==> config.mk <==
export PLATFORM = sky130hd
export DESIGN_NAME = otp_wb_div
export DESIGN_NICKNAME = d
export VERILOG_FILES = /design/src/rtl/core/otp_wb_pkg.sv /design/src/rtl/core/otp_wb_div.sv
export SDC_FILE = /design/constraint.sdc
export NUM_CORES = 2
export LEC_CHECK = 0
export BUFFER_PORTS_ARGS = -buffer_cell sky130_fd_sc_hd__buf_2
export CORE_UTILIZATION = 35
export DETAILED_ROUTE_END_ITERATION = 8
export PLACE_DENSITY = 0.56
export REMOVE_ABC_BUFFERS = 1
export SETUP_SLACK_MARGIN = 0.1
export SLEW_MARGIN = 20
export SYNTH_ARGS = -nofsm -noshare
export SYNTH_HDL_FRONTEND = slang
export SYNTH_SLANG_ARGS = --single-unit
==> constraint.sdc <==
create_clock -name i_clk -period 4.2 [get_ports i_clk]
set_input_delay 0.21 -clock i_clk [delete_from_list [all_inputs] [get_ports i_clk]]
set_output_delay 0.21 -clock i_clk [all_outputs]
set_load 0.005 [all_outputs]
==> src/rtl/core/otp_wb_pkg.sv <==
// Package with types and constants for the OTP white balance gain calculator.
package otp_wb_pkg;

    localparam int unsigned RATIO_W  = 10;
    localparam int unsigned GAIN_W   = 14;
    localparam int unsigned PM_W     = 20;
    localparam int unsigned NUM_W    = 30;
    localparam int unsigned QUOT_W   = 24;

    localparam logic [RATIO_W-1:0] TYP_RG_RESET  = 10'h142;
    localparam logic [RATIO_W-1:0] TYP_BG_RESET  = 10'h11d;
    localparam logic [10:0]        FACTOR_OFFSET = 11'd512;
    localparam logic [PM_W-1:0]    PER_MILLE     = 20'd1000;
    localparam logic [GAIN_W-1:0]  UNITY_GAIN    = 14'h400;
    localparam logic [GAIN_W-1:0]  GAIN_MAX      = 14'h3fff;

    localparam logic [1:0] ST_OK      = 2'd0;
    localparam logic [1:0] ST_INVALID = 2'd1;
    localparam logic [1:0] ST_DIVZERO = 2'd2;

    localparam logic [1:0] REG_TYP_RG = 2'd0;
    localparam logic [1:0] REG_TYP_BG = 2'd1;
    localparam logic [1:0] REG_NONE   = 2'd3;

    typedef struct packed {
        logic [RATIO_W-1:0] mod_rg;
        logic [RATIO_W-1:0] mod_bg;
        logic [RATIO_W-1:0] src_rg;
        logic [RATIO_W-1:0] src_bg;
    } t_in_beat;

    typedef struct packed {
        logic [GAIN_W-1:0] red_gain;
        logic [GAIN_W-1:0] green_gain;
        logic [GAIN_W-1:0] blue_gain;
        logic              red_apply;
        logic              green_apply;
        logic              blue_apply;
        logic [1:0]        status;
    } t_out_beat;

    // Sideband that travels with a divider operation.
    typedef struct packed {
        logic [1:0]     status;
        logic [PM_W-1:0] aux;
    } t_side;

endpackage

==> src/rtl/core/otp_wb_div.sv <==
// Pipelined restoring divider, one quotient bit per stage.
module otp_wb_div
    import otp_wb_pkg::*;
(
    input  logic              i_clk,
    input  logic              i_rst_n,
    input  logic              i_valid,
    input  logic [NUM_W-1:0]  i_num,
    input  logic [PM_W-1:0]   i_den,
    input  t_side             i_side,
    output logic              o_valid,
    output logic [QUOT_W-1:0] o_quot,
    output t_side             o_side
);

    logic [NUM_W-1:0]  r_rem  [QUOT_W+1];
    logic [QUOT_W-1:0] r_quot [QUOT_W+1];
    logic [PM_W-1:0]   r_den  [QUOT_W+1];
    t_side             r_side [QUOT_W+1];
    logic              r_vld  [QUOT_W+1];

    always_comb begin
        r_rem[0]  = i_num;
        r_quot[0] = '0;
        r_den[0]  = i_den;
        r_side[0] = i_side;
        r_vld[0]  = i_valid;
    end

    for (genvar s = 0; s < QUOT_W; s++) begin : g_stage
        localparam int unsigned SH = QUOT_W - 1 - s;
        logic [NUM_W+QUOT_W-1:0] n_sub;
        logic                    n_fit;
        assign n_sub = {{(NUM_W+QUOT_W-PM_W){1'b0}}, r_den[s]} << SH;
        assign n_fit = {{QUOT_W{1'b0}}, r_rem[s]} >= n_sub;

        always_ff @(posedge i_clk) begin
            if (!i_rst_n) begin
                r_vld[s+1] <= 1'b0;
            end else begin
                r_vld[s+1] <= r_vld[s];
            end
            r_rem[s+1]  <= n_fit ? r_rem[s] - n_sub[NUM_W-1:0] : r_rem[s];
            r_quot[s+1] <= {r_quot[s][QUOT_W-2:0], n_fit};
            r_den[s+1]  <= r_den[s];
            r_side[s+1] <= r_side[s];
        end
    end

    assign o_valid = r_vld[QUOT_W];
    assign o_quot  = r_quot[QUOT_W];
    assign o_side  = r_side[QUOT_W];

endmodule

# Word level (Yosys, flattened, before mapping)
# Cells that the tools add are included.
op_classes:
  order_cmp: 24
  addsub: 23
  eq_ne: 0
  div: 0
  n_shift: 0
  bitwise: 0
  n_reduce_logical: 0
  n_mux: 23
  n_mul: 0
op_table:
  columns: ["op", "count"]
  rows:
  - ["30-bit two-way mux", 23]
  - ["30-bit subtractor", 14]
  - ["30-bit by 43-bit greater-or-equal comparator with 1-bit output", 1]
  - ["30-bit by 42-bit greater-or-equal comparator with 1-bit output", 1]
  - ["30-bit by 41-bit greater-or-equal comparator with 1-bit output", 1]
  - ["30-bit by 40-bit greater-or-equal comparator with 1-bit output", 1]
  - ["30-bit by 39-bit greater-or-equal comparator with 1-bit output", 1]
  - ["30-bit by 38-bit greater-or-equal comparator with 1-bit output", 1]
  - ["30-bit by 37-bit greater-or-equal comparator with 1-bit output", 1]
  - ["30-bit by 36-bit greater-or-equal comparator with 1-bit output", 1]
  - ["30-bit by 35-bit greater-or-equal comparator with 1-bit output", 1]
  - ["30-bit by 34-bit greater-or-equal comparator with 1-bit output", 1]
  - ["30-bit by 33-bit greater-or-equal comparator with 1-bit output", 1]
  - ["30-bit by 32-bit greater-or-equal comparator with 1-bit output", 1]
  - ["30-bit by 31-bit greater-or-equal comparator with 1-bit output", 1]
  - ["30-bit by 20-bit greater-or-equal comparator with 1-bit output", 1]
  - ["30-bit by 21-bit greater-or-equal comparator with 1-bit output", 1]
  - ["30-bit by 22-bit greater-or-equal comparator with 1-bit output", 1]
  - ["30-bit by 23-bit greater-or-equal comparator with 1-bit output", 1]
  - ["30-bit by 24-bit greater-or-equal comparator with 1-bit output", 1]
  - ["30-bit by 25-bit greater-or-equal comparator with 1-bit output", 1]
  - ["30-bit by 26-bit greater-or-equal comparator with 1-bit output", 1]
  - ["30-bit by 27-bit greater-or-equal comparator with 1-bit output", 1]
  - ["30-bit by 28-bit greater-or-equal comparator with 1-bit output", 1]
  - ["other kinds (11)", 11]
totals:
  ram_bits: 0
  memories: 0
  latchBits: 0
  ff_bits: 2002
  word_cells: 212
  mem_bits_ro: 0

# Depth between registers and ports, before layout
logic_depth:
  ltp_word: 2
  mapped_depth: 16
  mapped_depth_nobuf: 14

# Least setup slack after synthesis
# OpenSTA, ideal clock, no wires.
synth_path:
  path_type: "register to register"
  from: "register r_rem[495] (netlist name)"
  to: "register r_rem[474] (netlist name)"
  path_slack_ns: 1.162
  t_arrival_ns: 2.917
  setup_time_ns: 0.121
  required_time_ns: 4.079
  path_stages_with_launch: 14
  cell_sequence: "dfxtp_1 inv_1 ha_1 inv_1 fa_1 a21o_1 a21o_1 a2111o_1 a41oi_1 a21oi_1 o2111ai_2 a211oi_4 buf_4 mux2_2"
synth_via:
  elab_chain_len: 2
  elab_cells_between_ends: 3
  cone_classes: "add/sub (1); order compare (1); mux (1)"
synth_lines:
  columns: ["item", "line", "rtl"]
  rows:
  - ["start, declared", "otp_wb_div.sv:16", "logic [NUM_W-1:0] r_rem [QUOT_W+1];"]
  - ["start signal, assigned by index", "otp_wb_div.sv:43", "r_rem[s+1] <= n_fit ? r_rem[s] - n_sub[NUM_W-1:0] : r_rem[s];"]
  - ["30-bit by 35-bit greater-or-equal comparator with 1-bit output", "otp_wb_div.sv:35", "assign n_fit = {{QUOT_W{1'b0}}, r_rem[s]} >= n_sub;"]
  - ["via g_stage[8].n_fit", "otp_wb_div.sv:33", "logic n_fit;"]
  - ["30-bit two-way mux", "otp_wb_div.sv:43", null]
# The timed path passes the listed nets, and every way through them passes these cells.
# A chain may end at the register's enable or synchronous reset.

# Worst setup path in the final report
layout_path:
  from: "register r_rem[557] (netlist name)"
  to: "register r_rem[530] (netlist name)"
layout_via:
  elab_chain_len: 2
  elab_cells_between_ends: 3
  cone_classes: "add/sub (1); order compare (1); mux (1)"
layout_lines:
  columns: ["item", "line"]
  rows:
  - ["30-bit subtractor / 30-bit by 37-bit greater-or-equal comparator with 1-bit output (equally long branches)", "otp_wb_div.sv:43, otp_wb_div.sv:35"]
  - ["30-bit two-way mux *", "otp_wb_div.sv:43"]
# Mark *: on every way between the ends. The rest lies on a longest branch, timed or not.

==> flow_summary.toml <==
[place]
routabilityCongestion = 0.9108
port_buffers = 121
postPlaceCellArea_um2 = 68490
dp_hpwl_um = 90550
dp.cells = 8192

[detailed_routing]
wl_per_cell_um = 14.06
vias = 39370
ant_nets = 0
routed_wl_um = 122600
vias_per_cell = 4.518
post-route-drc-count = 0
drtIter0Drc = 1645
first_pass_iters = 5

[final_layout]
area_growth_pct = 18.24
design_area_um2 = 77010
final_common_cell = "dfxtp_1"
fin_nets = 6561
post-route-util_pct = 41.89
drive_gt1_share_pct = 11.34
fin_cells = 8714
final_cell_mix = "2002 x dfxtp_1, 484 x inv_1, 389 x ha_1"

[critical_path]
reg2reg_slack_ns = 0.48
r2r-start = "r_rem[557]"
crit_path_end_kind = "flop"
arrival_ns = 4.46
crit_type = "flop to flop"
reg2reg_depth = 12
crit_fanout = 10
required_ns = 4.94
reg2reg_to = "r_rem[530]"
cp-start-kind = "flop"
cp-startpoint = "r_rem[557]"

[yosys]
synth_cell_types = 87
synthArstFlopShare_pct = 0
synth-edff-count = 0
synth_area_um2 = 65130
synth_ff_type = "dfxtp_1"
synth_warnings = 0
synth_seq_area_share_pct = 61.53
netlist_instances = 5692
synth.avg_cell_area_um2 = 11.44
ys_ff_latch = 2002

[sta]
fin_skew_ns = 0.07272
setup_viol = 0
hold_viol = 0
fmax_mhz = 268.6
holdWs_ns = 0.09061
fin_crit_ns = 3.724
finalSetupTns_ns = 0
rsz0062_at_grt = "no"
finalMaxSlewViolations = 0
period_share_pct = 88.66
relSlewSlack_pct = 34.84
tightest_slew_ns = 0.9774

[power_and_ir_drop]
total_leakage_power_nw = 33.68
peakVddDrop_mv = 0.3548
p_sw_share_pct = 29.37
pwr-share-seq_pct = 42.5
p_sw_mw = 15.81
comb_power_share_pct = 23.6
intPower_mw = 38.03
pwr_density_cell_nw_per_um2 = 699.1
clkPwrFrac_pct = 34.0

[clocking]
clock_path_buffers = 3
clock_latency_ns = 0.85
cts_root_buffer = "clkbuf_16"
ctsResizeCount = 0
htree_levels = 4
cts_tree = "built"
cts.sinks = 2002
clk_pin_slew_worst_paths_ns = 0.06
cts_buffers = 201

[flow_run]
cap_viol_max_count = 0

[global_route]
grt_usage_pct = 13.09
grt_pass1_vias = 41000
grt_util_met3_pct = 2.700
use_met1_pct = 12.27
grt_first_pass_wirelength_um = 199400
grt_antenna_before_repair = 3
grt-ovfl-total = 0
grt_max_degree = 40
top_usage_layer = "met2"
met2_usage_pct = 25.80

[worst_hold_path]
min_to = "r_side[522]"
hold_class = "input port to flop"
min_path_cells = 2
hp-start = "i_side[16]"

[die]
boundaryPins = 122
die_x_um = 433.4
coreArea_um2 = 183900
die_h_um = 433.4
initial_utilization_pct = 35.42
core.rowCount = 157
dieArea_um2 = 187800

[outcome]
outcome = "complete, no violations"
## power groups by stage
stage	clock network, mW	registers [mW]	logic, mW
floorplan	0	22.7	9.82
global placement	0	23.3	12.3
detailed placement	0	23.3	12.5
CTS	19.0	22.9	12.7
global route	19.8	23.1	14.2
finish	18.3	22.9	12.7
## how the worst max path moves through the flow
stage	endpoint	slack, ns	cells after the start
finish	r_rem[530]	0.48	12
global route	r_rem[239]	0.16	12
CTS	r_rem[530]	0.56	12
detailed placement	r_rem[531]	0.56	12
global placement	r_rem[201]	0.67	12
floorplan	r_rem[374]	-1.21	11
## through the flow
stage,setup slack [ns],power (mW)
floorplan,-1.208,32.51
global placement,0.6654,35.62
detailed placement,0.5605,35.83
CTS,0.5593,54.55
global route,0.1618,57.12
finish,0.4763,53.84
## worst max-delay path, stage by stage (launching register included)
cell and delay, ns:
dfxtp_1 0.31, inv_1 0.05, ha_1 0.22, fa_1 0.41, nor2b_1 0.12, o21ai_0 0.12
a21boi_0 0.30, o21ai_0 0.22, a21oi_1 0.38, o221ai_1 0.22, a31oi_1 0.59, buf_4 0.31
mux2_2 0.35
## flip-flops by register name, summed over array words and instances, names as in the netlist
signal         cells
r_vld             23
o_side            22
r_side           506
r_rem            690
o_quot            24
o_valid            1
r_quot           276
g_stage.n_sub    460
## metal layers
metal  share of wire, %  wire [um]
met1                 38      45960
met2                 54      65680
met3                3.5       4322
met4                5.4       6593
met5                  0          0
## synth_stat cells, drive strengths merged (56+ instances only)
cell type,n,area (um^2)
a21o,156,1171
a21oi,321,1610
buf,79,525.5
dfxtp,2002,40080
ha,389,4867
inv,484,1817
mux2,162,1832
nand2,268,1006
nand3,65,325.3
nand4,56,350.3
nor2,276,1036
nor2b,61,381.6
nor3,71,355.3
nor4,91,575.6
o21ai,256,1285
xnor2,190,1664
xor2,136,1191
## logic make-up (layout without fill, tap and decap cells)
family                   Yosys count  in the layout  synth area share, %
AO/OA/AOI/OAI                   1062           1062                10.42
flip-flops                      2002           2002                61.53
AND/OR/NAND/NOR                 1102           1102                8.514
buffers and inverters            606           1160                3.844
adder cells (fa/ha/maj)          412            412                8.180
multiplexers                     182            182                3.120
XOR/XNOR                         326            326                4.384
other                              0              4                    0
## layout make-up
type                            instances  area (um^2)
Antenna cell                            4        10.01
Clock buffer                          285         5817
Clock inverter                         90         1264
Fill cell                           17350       106900
Inverter                              484         1817
Multi-Input combinational cell       3084        22610
Sequential cell                      2002        40080
Tap cell                             2464         3083
Timing Repair Buffer                  301         2340
## what timing repair did
item / CTS / global route
endpoints found under the hold margin: 97 / 0
setup buffers: 0 / 0
hold buffers: 143 / 0
(Power assumes the default switching activity.)
