[src/rtl/core/otp_wb_pkg.sv]
// Package with types and constants for the OTP white balance gain calculator.
package otp_wb_pkg;

    localparam int unsigned RATIO_W  = 10;
    localparam int unsigned GAIN_W   = 14;
    localparam int unsigned PM_W     = 20;
    localparam int unsigned NUM_W    = 30;
    localparam int unsigned QUOT_W   = 24;

    localparam logic [RATIO_W-1:0] TYP_RG_RESET  = 10'h142;
    localparam logic [RATIO_W-1:0] TYP_BG_RESET  = 10'h11d;
    localparam logic [10:0]        FACTOR_OFFSET = 11'd512;
    localparam logic [PM_W-1:0]    PER_MILLE     = 20'd1000;
    localparam logic [GAIN_W-1:0]  UNITY_GAIN    = 14'h400;
    localparam logic [GAIN_W-1:0]  GAIN_MAX      = 14'h3fff;

    localparam logic [1:0] ST_OK      = 2'd0;
    localparam logic [1:0] ST_INVALID = 2'd1;
    localparam logic [1:0] ST_DIVZERO = 2'd2;

    localparam logic [1:0] REG_TYP_RG = 2'd0;
    localparam logic [1:0] REG_TYP_BG = 2'd1;
    localparam logic [1:0] REG_NONE   = 2'd3;

    typedef struct packed {
        logic [RATIO_W-1:0] mod_rg;
        logic [RATIO_W-1:0] mod_bg;
        logic [RATIO_W-1:0] src_rg;
        logic [RATIO_W-1:0] src_bg;
    } t_in_beat;

    typedef struct packed {
        logic [GAIN_W-1:0] red_gain;
        logic [GAIN_W-1:0] green_gain;
        logic [GAIN_W-1:0] blue_gain;
        logic              red_apply;
        logic              green_apply;
        logic              blue_apply;
        logic [1:0]        status;
    } t_out_beat;

    // Sideband that travels with a divider operation.
    typedef struct packed {
        logic [1:0]     status;
        logic [PM_W-1:0] aux;
    } t_side;

endpackage

[src/rtl/core/otp_wb_front.sv]
// Front stages: ratio scaling, record checks and per-mille numerators.
module otp_wb_front
    import otp_wb_pkg::*;
(
    input  logic               i_clk,
    input  logic               i_rst_n,
    input  logic               i_valid,
    input  t_in_beat           i_beat,
    input  logic [RATIO_W-1:0] i_typ_rg,
    input  logic [RATIO_W-1:0] i_typ_bg,
    output logic               o_valid,
    output logic [NUM_W-1:0]   o_num_r,
    output logic [PM_W-1:0]    o_den_r,
    output logic [NUM_W-1:0]   o_num_b,
    output logic [PM_W-1:0]    o_den_b,
    output logic [1:0]         o_status
);

    logic               r_vld;
    logic [20:0]        r_prod_rg, r_prod_bg;
    logic               r_zero_rg;
    logic [RATIO_W-1:0] r_typ_rg, r_typ_bg;
    logic [RATIO_W:0]   n_rg, n_bg;

    always_ff @(posedge i_clk) begin
        if (!i_rst_n) begin
            r_vld <= 1'b0;
        end else begin
            r_vld <= i_valid;
        end
        r_prod_rg <= (i_beat.src_rg == '0) ? {1'b0, i_beat.mod_rg, 10'd0}
                   : 21'(i_beat.mod_rg) * 21'(11'(i_beat.src_rg) + FACTOR_OFFSET);
        r_prod_bg <= (i_beat.src_bg == '0) ? {1'b0, i_beat.mod_bg, 10'd0}
                   : 21'(i_beat.mod_bg) * 21'(11'(i_beat.src_bg) + FACTOR_OFFSET);
        r_zero_rg <= (i_beat.mod_rg == '0);
        r_typ_rg  <= i_typ_rg;
        r_typ_bg  <= i_typ_bg;
    end

    assign n_rg = r_prod_rg[20:10];
    assign n_bg = r_prod_bg[20:10];

    always_ff @(posedge i_clk) begin
        if (!i_rst_n) begin
            o_valid <= 1'b0;
        end else begin
            o_valid <= r_vld;
        end
        o_num_r <= NUM_W'(r_typ_rg * PER_MILLE);
        o_num_b <= NUM_W'(r_typ_bg * PER_MILLE);
        o_den_r <= PM_W'(n_rg);
        o_den_b <= PM_W'(n_bg);
        if (r_zero_rg) begin
            o_status <= ST_INVALID;
        end else if (n_rg == '0 || n_bg == '0) begin
            o_status <= ST_DIVZERO;
        end else begin
            o_status <= ST_OK;
        end
    end

endmodule

[config.mk]
export PLATFORM = sky130hd
export DESIGN_NAME = otp_wb_front
export DESIGN_NICKNAME = d
export VERILOG_FILES = /design/src/rtl/core/otp_wb_pkg.sv /design/src/rtl/core/otp_wb_front.sv
export SDC_FILE = /design/constraint.sdc
export NUM_CORES = 1
export LEC_CHECK = 0
export ABC_AREA = 1
export BUFFER_PORTS_ARGS = -buffer_cell sky130_fd_sc_hd__buf_2
export CAP_MARGIN = 10
export CORE_AREA = 2 2 185 187
export CTS_BUF_LIST = sky130_fd_sc_hd__clkbuf_8
export DETAILED_ROUTE_END_ITERATION = 12
export DIE_AREA = 0 0 187 189
export GPL_TIMING_DRIVEN = 0
export HOLD_SLACK_MARGIN = 0.08
export PLACE_DENSITY = 0.64
export SLEW_MARGIN = 20
export SYNTH_ARGS = -nofsm -noshare
export SYNTH_HDL_FRONTEND = slang
export SYNTH_SLANG_ARGS = --single-unit
export TNS_END_PERCENT = 100
[constraint.sdc]
create_clock -name i_clk -period 9.2 [get_ports i_clk]
set_input_delay 0.46 -clock i_clk [delete_from_list [all_inputs] [get_ports i_clk]]
set_output_delay 0.46 -clock i_clk [all_outputs]
set_load 0.005 [all_outputs]
# Yosys cells after proc, flatten, opt, wreduce, memory -nomap -nowiden
# Index checks and enable logic that the tools add are counted.
# W data, S select, Z words.
# op_classes
add_sub_neg,2
multipliers,4
n_mux,3
reduce_logical,6
# ops
operator,count
$mul A10 B11 Y21,2
$mux W20,2
$mul A10 B7 Y17 const B,2
$logic_not A10 Y1,3
$add A10 B10 Y11 const B,2
$logic_not A11 Y1,2
$mux W2,1
$logic_or A1 B1 Y1,1
# word_totals
ff_bits,123
wordCells,29

# Logic depth before layout (Yosys ltp)
# Gate-level depths: netlist of run 1.
# logic_depth
word_depth,3
ltp_mapped,24
depth_no_buf,23

# Least setup slack after synthesis of run 1
# No wires, ideal clock.
# synth_path
path_kind,input to register
from,input i_beat[7] (netlist bit)
to,register r_prod_bg[16]
arrival_ns,4.583
setup_slack_ns,4.504
cell_stages,23
n_path_buf,1
cell_sequence,clkbuf_1 > nand2_1 > fa_1 > inv_1 > fa_1 > inv_1 > fa_1 > inv_1 > fa_1 > inv_1 > fa_1 > inv_1 > ha_1 > nand2_1 > nor2_1 > nor3b_2 > nand2_1 > nand2_1 > nand2_1 > nand2_1 > nand2_1 > nand3_1 > nand2_1
# synth_via
elab_chain_cells,3
word_cells_on_any_way,4
# synth_rtl
item,line,rtl
from (decl),otp_wb_front.sv:8,"input t_in_beat i_beat,"
$add A10 B10 Y11,otp_wb_front.sv:34,: 21'(i_beat.mod_bg) * 21'(11'(i_beat.src_bg) + FACTOR_OFFSET);
$mul A10 B11 Y21,otp_wb_front.sv:34,
$mux W20 *,otp_wb_front.sv:33,"r_prod_bg <= (i_beat.src_bg == '0) ? {1'b0, i_beat.mod_bg, 10'd0}"
to (signal assigned),otp_wb_front.sv:33,
to (decl),otp_wb_front.sv:20,"logic [20:0] r_prod_rg, r_prod_bg;"
# Every way passes the cells marked *; elsewhere a longest branch is shown, timed or not.
# A chain may end at the register's enable or synchronous reset.

# Final worst setup path of run 1
# layout_path
from,input i_beat[17] (netlist bit)
to,register r_prod_rg[12]
# layout_via
elab_chain_cells,3
word_cells_on_any_way,4
# layout_rtl
item,line,rtl
$add A10 B10 Y11,otp_wb_front.sv:32,: 21'(i_beat.mod_rg) * 21'(11'(i_beat.src_rg) + FACTOR_OFFSET);
$mul A10 B11 Y21,otp_wb_front.sv:32,
$mux W20 *,otp_wb_front.sv:31,"r_prod_rg <= (i_beat.src_rg == '0) ? {1'b0, i_beat.mod_rg, 10'd0}"
to (signal assigned),otp_wb_front.sv:31,
to (decl),otp_wb_front.sv:20,
# Marks and branches as above.

==> results of run 1 <==
-- layer usage --
| layer | global-route usage | vias up | part of all wire |
|---|---|---|---|
| met5 | 0 | - | 0 |
| met4 | 0.0586 | 0 | 0.030 |
| met3 | 0.0278 | 51 | 0.043 |
| met2 | 0.304 | 225 | 0.47 |
| met1 | 0.225 | 4991 | 0.46 |
| li1 | - | 5190 | - |
-- layout make-up --
class,count,area share
Clock inverter,7,0.00524
Tap cell,448,0.0373
Multi-Input combinational cell,1113,0.641
Timing Repair Buffer,117,0.0389
Clock buffer,9,0.00823
Inverter,391,0.0976
Sequential cell,103,0.137
Buffer,87,0.0347
-- logic make-up after synthesis --
logic type      after synthesis  synth area share
flops                       103             0.153
compound gates              105            0.0438
buf+inv                     478             0.147
xor+xnor                     38            0.0246
simple gates                536             0.165
fa+ha+maj                   384             0.465
mux                           2           0.00148
other cells                   1          0.000277
-- flip-flops by register name, indices dropped and copies added (netlist names), 10 cells and up --
name,count
o_num_b,17
r_typ_rg,10
o_num_r,17
r_typ_bg,10
o_den_b,11
o_den_r,11
r_prod_rg,11
r_prod_bg,11
-- critical path: stages --
cell      delay [ns]
buf_2           0.09
clkbuf_1        0.50
nand2_1         0.17
fa_1            0.56
inv_1           0.05
fa_1            0.49
inv_1           0.05
fa_1            0.53
inv_1           0.05
fa_1            0.48
inv_1           0.05
fa_1            0.47
inv_1           0.04
ha_1            0.32
nand2_1         0.08
nor2_1          0.19
inv_1           0.06
nor2_1          0.14
nor2_1          0.06
nand2_1         0.10
xor2_1          0.17
o21ai_0         0.14
-- how the worst max path moves through the flow --
stage,start,to,slack (ns),cells after the start
finish,i_beat[17],r_prod_rg[12],4.18,22
global route,i_beat[34],r_prod_rg[12],3.88,20
CTS,i_beat[17],r_prod_rg[12],4.20,22
detailed placement,i_beat[17],r_prod_rg[12],3.78,22
global placement,i_beat[17],r_prod_rg[12],3.86,22
floorplan,i_beat[7],r_prod_bg[16],4.50,23
-- per-stage QoR --
| step | cells | total power [W] | instance area [sq um] | hold slack [ns] | utilization |
|---|---|---|---|---|---|
| 2_1_floorplan | 1694 | 0.00302 | 13700 | 0.331 | - |
| 3_3_place_gp | 2259 | 0.00378 | 14800 | 0.338 | 0.446 |
| 3_5_place_dp | 2259 | 0.00382 | 14800 | 0.341 | 0.446 |
| 4_1_cts | 2275 | 0.00415 | 15000 | 0.138 | 0.452 |
| 5_1_grt | 2275 | 0.00467 | 15000 | 0.139 | 0.452 |
| 6_report | 2275 | 0.00412 | 15000 | 0.170 | 0.452 |
-- where the power goes --
group | switching [W] | internal, W | leakage, nW
logic | 0.00184 | 0.00123 | 7.94
registers | 0.0000847 | 0.000651 | 0.867
clock network | 0.000174 | 0.000129 | 0.104
-- synth_stat cells, types with 3 or more instances --
cell type	number	area, sq um
a21o_1	4	30.0
nand3_1	49	245
inv_1	388	1460
ha_1	186	2330
nand2_2	10	62.6
o21ai_0	19	95.1
nand3b_1	6	45.0
o21ai_1	5	25.0
buf_2	5	25.0
clkbuf_1	35	131
a31oi_1	4	25.0
buf_4	46	345
a21oi_1	54	270
o21bai_1	9	67.6
o21ai_2	3	26.3
nor4_1	10	62.6
nor2_1	48	180
xnor2_1	19	166
nor3_1	11	55.1
nand2_1	387	1450
xor2_1	19	166
dfxtp_1	103	2060
fa_1	198	3960
nand4_1	6	37.5
==> results by group, run 1 <==
Outcome
  – Status: complete, no violations

Layout
  – Commonest non-fill, non-tap cell in the layout: inv_1
  – Sequential cell area: 2060 sq um
  – Area Growth Syn to Fin: 11.3%
  – Number of diodes: 0
  – Fraction of layout cells with a size suffix above 1: 0.114
  – Multi-input logic area: 9640 sq um
  – Most frequent cells in the layout: inv_1, nand2_1, fa_1
  – Fillcell total: 3382
  – Nets: 2269

CTS
  – # clock sinks: 103
  – Max Root-Sink Buffers: 2
  – # hold bufs at CTS: 0
  – Post-CTS Setup Bufs: 0
  – Max H-tree Level: 3
  – TritonCTS clock tree: done
  – CTS Buf Count: 9
  – Clock-pin slew on the worst setup and hold paths: 0.10 ns
  – CTS root buffer: clkbuf_8
  – Worst-Skew Late Latency: 0.39 ns
  – Post_cts resized: 0

Place
  – Final HPWL DP: 25500 um
  – # port buffers: 117
  – DP Worst Slack: 3.78 ns
  – Placer congestion estimate: 0.891

Synthesis
  – Yosys reg bits: 103
  – Synthesized area: 13500 sq um
  – Synth Warn #: 0
  – Main synth FF type: dfxtp_1
  – Cells after Synth: 1647
  – Synth cell types: 42
  – Mapped Avg Cell Area: 8.21 sq um
  – Sequential area share after synthesis: 0.153
  – Number of synthesized flops with an enable pin: 0
  – Fraction of registers with async set/reset: 0

Floorplanning
  – Die ar.: 35300 sq um
  – Core ar.: 33300 sq um
  – Die Wd: 187 um
  – Site Rows: 67
  – I/O pins: 166
  – Die Height: 189 um
  – Initial core utilization: 0.406

Pwr
  – Peak supply drop: 0.000128 V
  – Pleak: 8.92 nW
  – Pwr Density: 274 nW/um^2

Timing
  – PnR worst setup slack: 4.18 ns
  – Worst Clk Skew: 0.0149 ns
  – Final Hold Violating Endpoints: 0
  – Worst Max-Slew Pin Slew: 0.662 ns
  – Fmax: 0.199 GHz
  – Final Setup Violations: 0
  – Post-route setup TNS: 0 ns
  – Rel. slew slack: 0.559
  – Min Tclk post-route: 5.02 ns
  – Slew Viols, Final: 0
  – RSZ-0062 raised after global routing: no
  – Fin crit share: 0.546

Routing
  – Antenna-violating nets left: 0
  – Detailed Routing Iterations Pass 1: 5
  – Wire length after detailed routing: 29400 um
  – Routed via count: 10500
  – Number of remaining DRC errors: 0
  – Drt wl/cell: 12.9 um
  – Detail-routed via count per cell: 4.60
  – DRT iter0 DRCs: 491

Global route
  – First-pass GRT wire length: 51300 um
  – Initial antenna violation count: 0
  – Largest net degree at the start of global routing: 19
  – GRT overflow: 0
  – GRT Util Overall: 0.176
  – Vias in the first global route: 11000

Worst setup path
  – R2r worst-path depth: 13
  – WP data required: 9.44 ns
  – FF-to-FF setup slack: 5.16 ns
  – R2r startpoint: r_typ_rg[2]
  – Critical path peak fanout: 10
  – CP Class: input pin to register
  – R2r endpoint: o_num_r[19]
  – Crit end category: register
  – Type of origin of the critical path: input pin
  – Worst EP arrival: 5.26 ns

Worst hold path
  – Worst Hold Path EP: r_typ_rg[7]
  – Worst Hold Class: input pin to register
  – HP Start: i_typ_rg[7]
  – Hold Path Cell Cnt: 1

Flow run
  – Max Cap Viol: 0
Note: power is estimated with default switching activity, not from simulation.
==> run 2: changes to the inputs <==
--- a/config.mk
+++ b/config.mk
@@ -14,7 +14,7 @@
 export DIE_AREA = 0 0 187 189
 export GPL_TIMING_DRIVEN = 0
 export HOLD_SLACK_MARGIN = 0.08
-export PLACE_DENSITY = 0.64
+export PLACE_DENSITY = 0.66
 export SLEW_MARGIN = 20
 export SYNTH_ARGS = -nofsm -noshare
 export SYNTH_HDL_FRONTEND = slang
==> constraint.sdc (replaced) <==
create_clock -name i_clk -period 4 [get_ports i_clk]
set_input_delay 0.2 -clock i_clk [delete_from_list [all_inputs] [get_ports i_clk]]
set_output_delay 0.2 -clock i_clk [all_outputs]
set_load 0.005 [all_outputs]
==> run 2 against run 1 <==
The run now ends with setup timing left; flip-flop and latch count unchanged; register-to-register slack got worse by 5.0 ns; first-iteration DRC count decreased by 32%; die area unchanged; non-clock buffer count increased by 44; critical path depth unchanged; wire length increased by 5.0%; clock-buffer cell count increased by 2; sequential power increased by 130%; clock power increased by 120%; core utilization increased by 4.5 points.
==> results by group, run 2 (same netlist as run 1, synthesis figures left out) <==
CTS
  – Max H-tree Level: 3 (unchanged)
  – Clock-pin slew on the worst setup and hold paths: 0.12 ns (was 0.10 ns)
  – # clock sinks: 103 (unchanged)
  – CTS Buf Count: 9 (unchanged)
  – TritonCTS clock tree: done (unchanged)
  – Worst-Skew Late Latency: 0.40 ns (was 0.39 ns)
  – Max Root-Sink Buffers: 2 (unchanged)
  – CTS root buffer: clkbuf_8 (unchanged)

Worst setup path
  – FF-to-FF setup slack: 0.20 ns (was 5.16 ns)
  – Type of origin of the critical path: input pin (unchanged)
  – Worst EP arrival: 4.31 ns (was 5.26 ns)
  – Crit end category: register (unchanged)
  – R2r startpoint: r_typ_bg[2] (was r_typ_rg[2])
  – R2r endpoint: o_num_b[17] (was o_num_r[19])
  – Critical path peak fanout: 5 (was 10)
  – WP data required: 4.29 ns (was 9.44 ns)
  – CP Class: input pin to register (unchanged)
  – R2r worst-path depth: 14 (was 13)

Floorplanning
  – Die Wd: 187 um (unchanged)
  – Die Height: 189 um (unchanged)
  – Core ar.: 33300 sq um (unchanged)
  – Site Rows: 67 (unchanged)
  – Initial core utilization: 0.406 (unchanged)
  – I/O pins: 166 (unchanged)
  – Die ar.: 35300 sq um (unchanged)

Timing
  – Worst Max-Slew Pin Slew: 0.616 ns (was 0.662 ns)
  – Slew Viols, Final: 0 (unchanged)
  – Fmax: 0.249 GHz
  – Final Hold Violating Endpoints: 0 (unchanged)
  – RSZ-0062 raised after global routing: yes (was no)
  – Fin crit share: 1.00
  – Rel. slew slack: 0.586 (was 0.559)
  – Final Setup Violations: 1 (was 0)
  – Min Tclk post-route: 4.02 ns
  – Worst Clk Skew: 0.0128 ns (was 0.0149 ns)
  – Post-route setup TNS: -0.0193 ns (was 0 ns)
  – PnR worst setup slack: -0.0193 ns (was 4.18 ns)

Routing
  – Detail-routed via count per cell: 4.64 (was 4.60)
  – Wire length after detailed routing: 30800 um (was 29400 um)
  – Met3 WL post-DR: 1270 um (was 1280 um)
  – Met2 wire length: 15200 um (was 13800 um)
  – DRT iter0 DRCs: 335 (was 491)
  – Number of remaining DRC errors: 0 (unchanged)
  – Highest routed layer: met4 (unchanged)
  – Drt wl/cell: 13.3 um (was 12.9 um)
  – Met1 WL: 13600 um (was 13400 um)
  – Routed via count: 10800 (was 10500)
  – Detailed Routing Iterations Pass 1: 5 (unchanged)
  – Antenna-violating nets left: 0 (unchanged)

Place
  – Placer congestion estimate: 0.880 (was 0.891)
  – Final HPWL DP: 25400 um (was 25500 um)
  – Placed Area: 15200 sq um (was 14800 sq um)
  – DP Worst Slack: -0.635 ns (was 3.78 ns)
  – # port buffers: 117 (unchanged)

Global route
  – First-pass GRT wire length: 52600 um (was 51300 um)
  – GRT overflow: 0 (unchanged)
  – Vias in the first global route: 11300 (was 11000)
  – Initial antenna violation count: 0 (unchanged)
  – Largest net degree at the start of global routing: 19 (unchanged)
  – GRT Util Overall: 0.180 (was 0.176)

Layout
  – Number of diodes: 0 (unchanged)
  – Nets: 2313 (was 2269)
  – Final instance area: 16500 sq um (was 15000 sq um)
  – Area Growth Syn to Fin: 22.3% (was 11.3%)
  – Most frequent cells in the layout: inv_1, nand2_1, fa_1 (unchanged)
  – Largest regs: o_num_b: 17 flops, o_num_r: 17 flops (unchanged)
  – Fraction of layout cells with a size suffix above 1: 0.210 (was 0.114)
  – Commonest non-fill, non-tap cell in the layout: inv_1 (unchanged)

Pwr
  – Net Sw Frac: 0.504 (was 0.511)
  – Pleak: 9.43 nW (was 8.92 nW)
  – Int Power: 0.00569 W (was 0.00201 W)
  – P_sw: 0.00578 W (was 0.00210 W)
  – Pwr Density: 694 nW/um^2 (was 274 nW/um^2)
  – Sequential share of power: 0.147 (was 0.179)
  – Peak supply drop: 0.000399 V (was 0.000128 V)
  – Logic gate share of total power: 0.794 (was 0.748)
  – Tot Pwr: 0.0115 W (was 0.00412 W)
  – Clk network pwr share: 0.059 (was 0.074)

Outcome
  – Status: finished, violations left (was complete, no violations)
  – Failing checks: setup timing

Worst hold path
  – Worst Hold Class: input pin to register (unchanged)
  – Hold Path Cell Cnt: 3 (was 1)
  – HP Start: i_beat[28] (was i_typ_rg[7])
  – Worst Hold Path EP: r_prod_bg[18] (was r_typ_rg[7])

Flow run
  – Max Cap Viol: 0 (unchanged)
run 2: worst max path at each step:
stage                from             to  slack, ns
3_3_place_gp   i_beat[25]  r_prod_bg[16]      -0.60
4_1_cts         i_beat[7]  r_prod_bg[16]     -0.001
3_5_place_dp   i_beat[25]  r_prod_bg[19]      -0.64
5_1_grt         i_beat[7]  r_prod_bg[16]      -0.17
6_report       i_beat[15]  r_prod_rg[15]      -0.02
2_1_floorplan   i_beat[7]  r_prod_bg[16]      -0.11
run 2: layout make-up:
type                       count  area, sq um
clock buffer                  11          151
clock inverter                 5         48.8
buffer                        62          559
timing repair buffer         186         1360
fill                        3181        16800
sequential                   103         2080
multi-input combinational   1113        10300
inverter                     391         1480
tap                          448          561
run 2: metrics by stage:
step	hold WS (ns)	std cells	utilization
final	0.0701	2319	0.497
after global routing	0.0813	2319	0.497
after CTS	0.0823	2308	0.478
after detailed placement	0.304	2259	0.457
after global placement	0.304	2259	0.457
after floorplan	0.228	1694	-
run 2: what timing repair did:
action | in CTS | in global routing
pin swaps | 14 | 72
gates resized for setup | 48 | 165
endpoints found under the setup margin | 21 | 31
buffers inserted | 27 | 15
endpoints found under the hold margin | 23 | 3
hold buffers | 24 | 3
run 2: power groups by stage:
stage	sequential [W]	combinational [W]	clock, W
2_1_floorplan	0.00168	0.00560	0
3_3_place_gp	0.00171	0.00726	0
3_5_place_dp	0.00171	0.00738	0
4_1_cts	0.00169	0.00775	0.000697
5_1_grt	0.00173	0.0102	0.000736
6_report	0.00169	0.00911	0.000671
run 2: worst max-delay path, stage by stage:
cell and delay [ns]:
buf_8 0.07, clkbuf_16 0.13, nand2_4 0.04, fa_1 0.54, inv_2 0.04, fa_1 0.47, inv_1 0.05, fa_1 0.49
inv_2 0.04, fa_1 0.47, inv_1 0.05, fa_1 0.49, inv_2 0.05, ha_4 0.27, a21oi_4 0.17, o21ai_1 0.09
a21oi_1 0.15, nand2_2 0.14, nand2_2 0.11, nand3b_1 0.08, nand3_1 0.08, nand2_1 0.08
run 2: metal layers:
metal / GRT usage / up-vias
met5: 0 / -
met4: 0.0632 / 0
met3: 0.0195 / 50
met2: 0.312 / 250
met1: 0.234 / 5183
li1: - / 5280
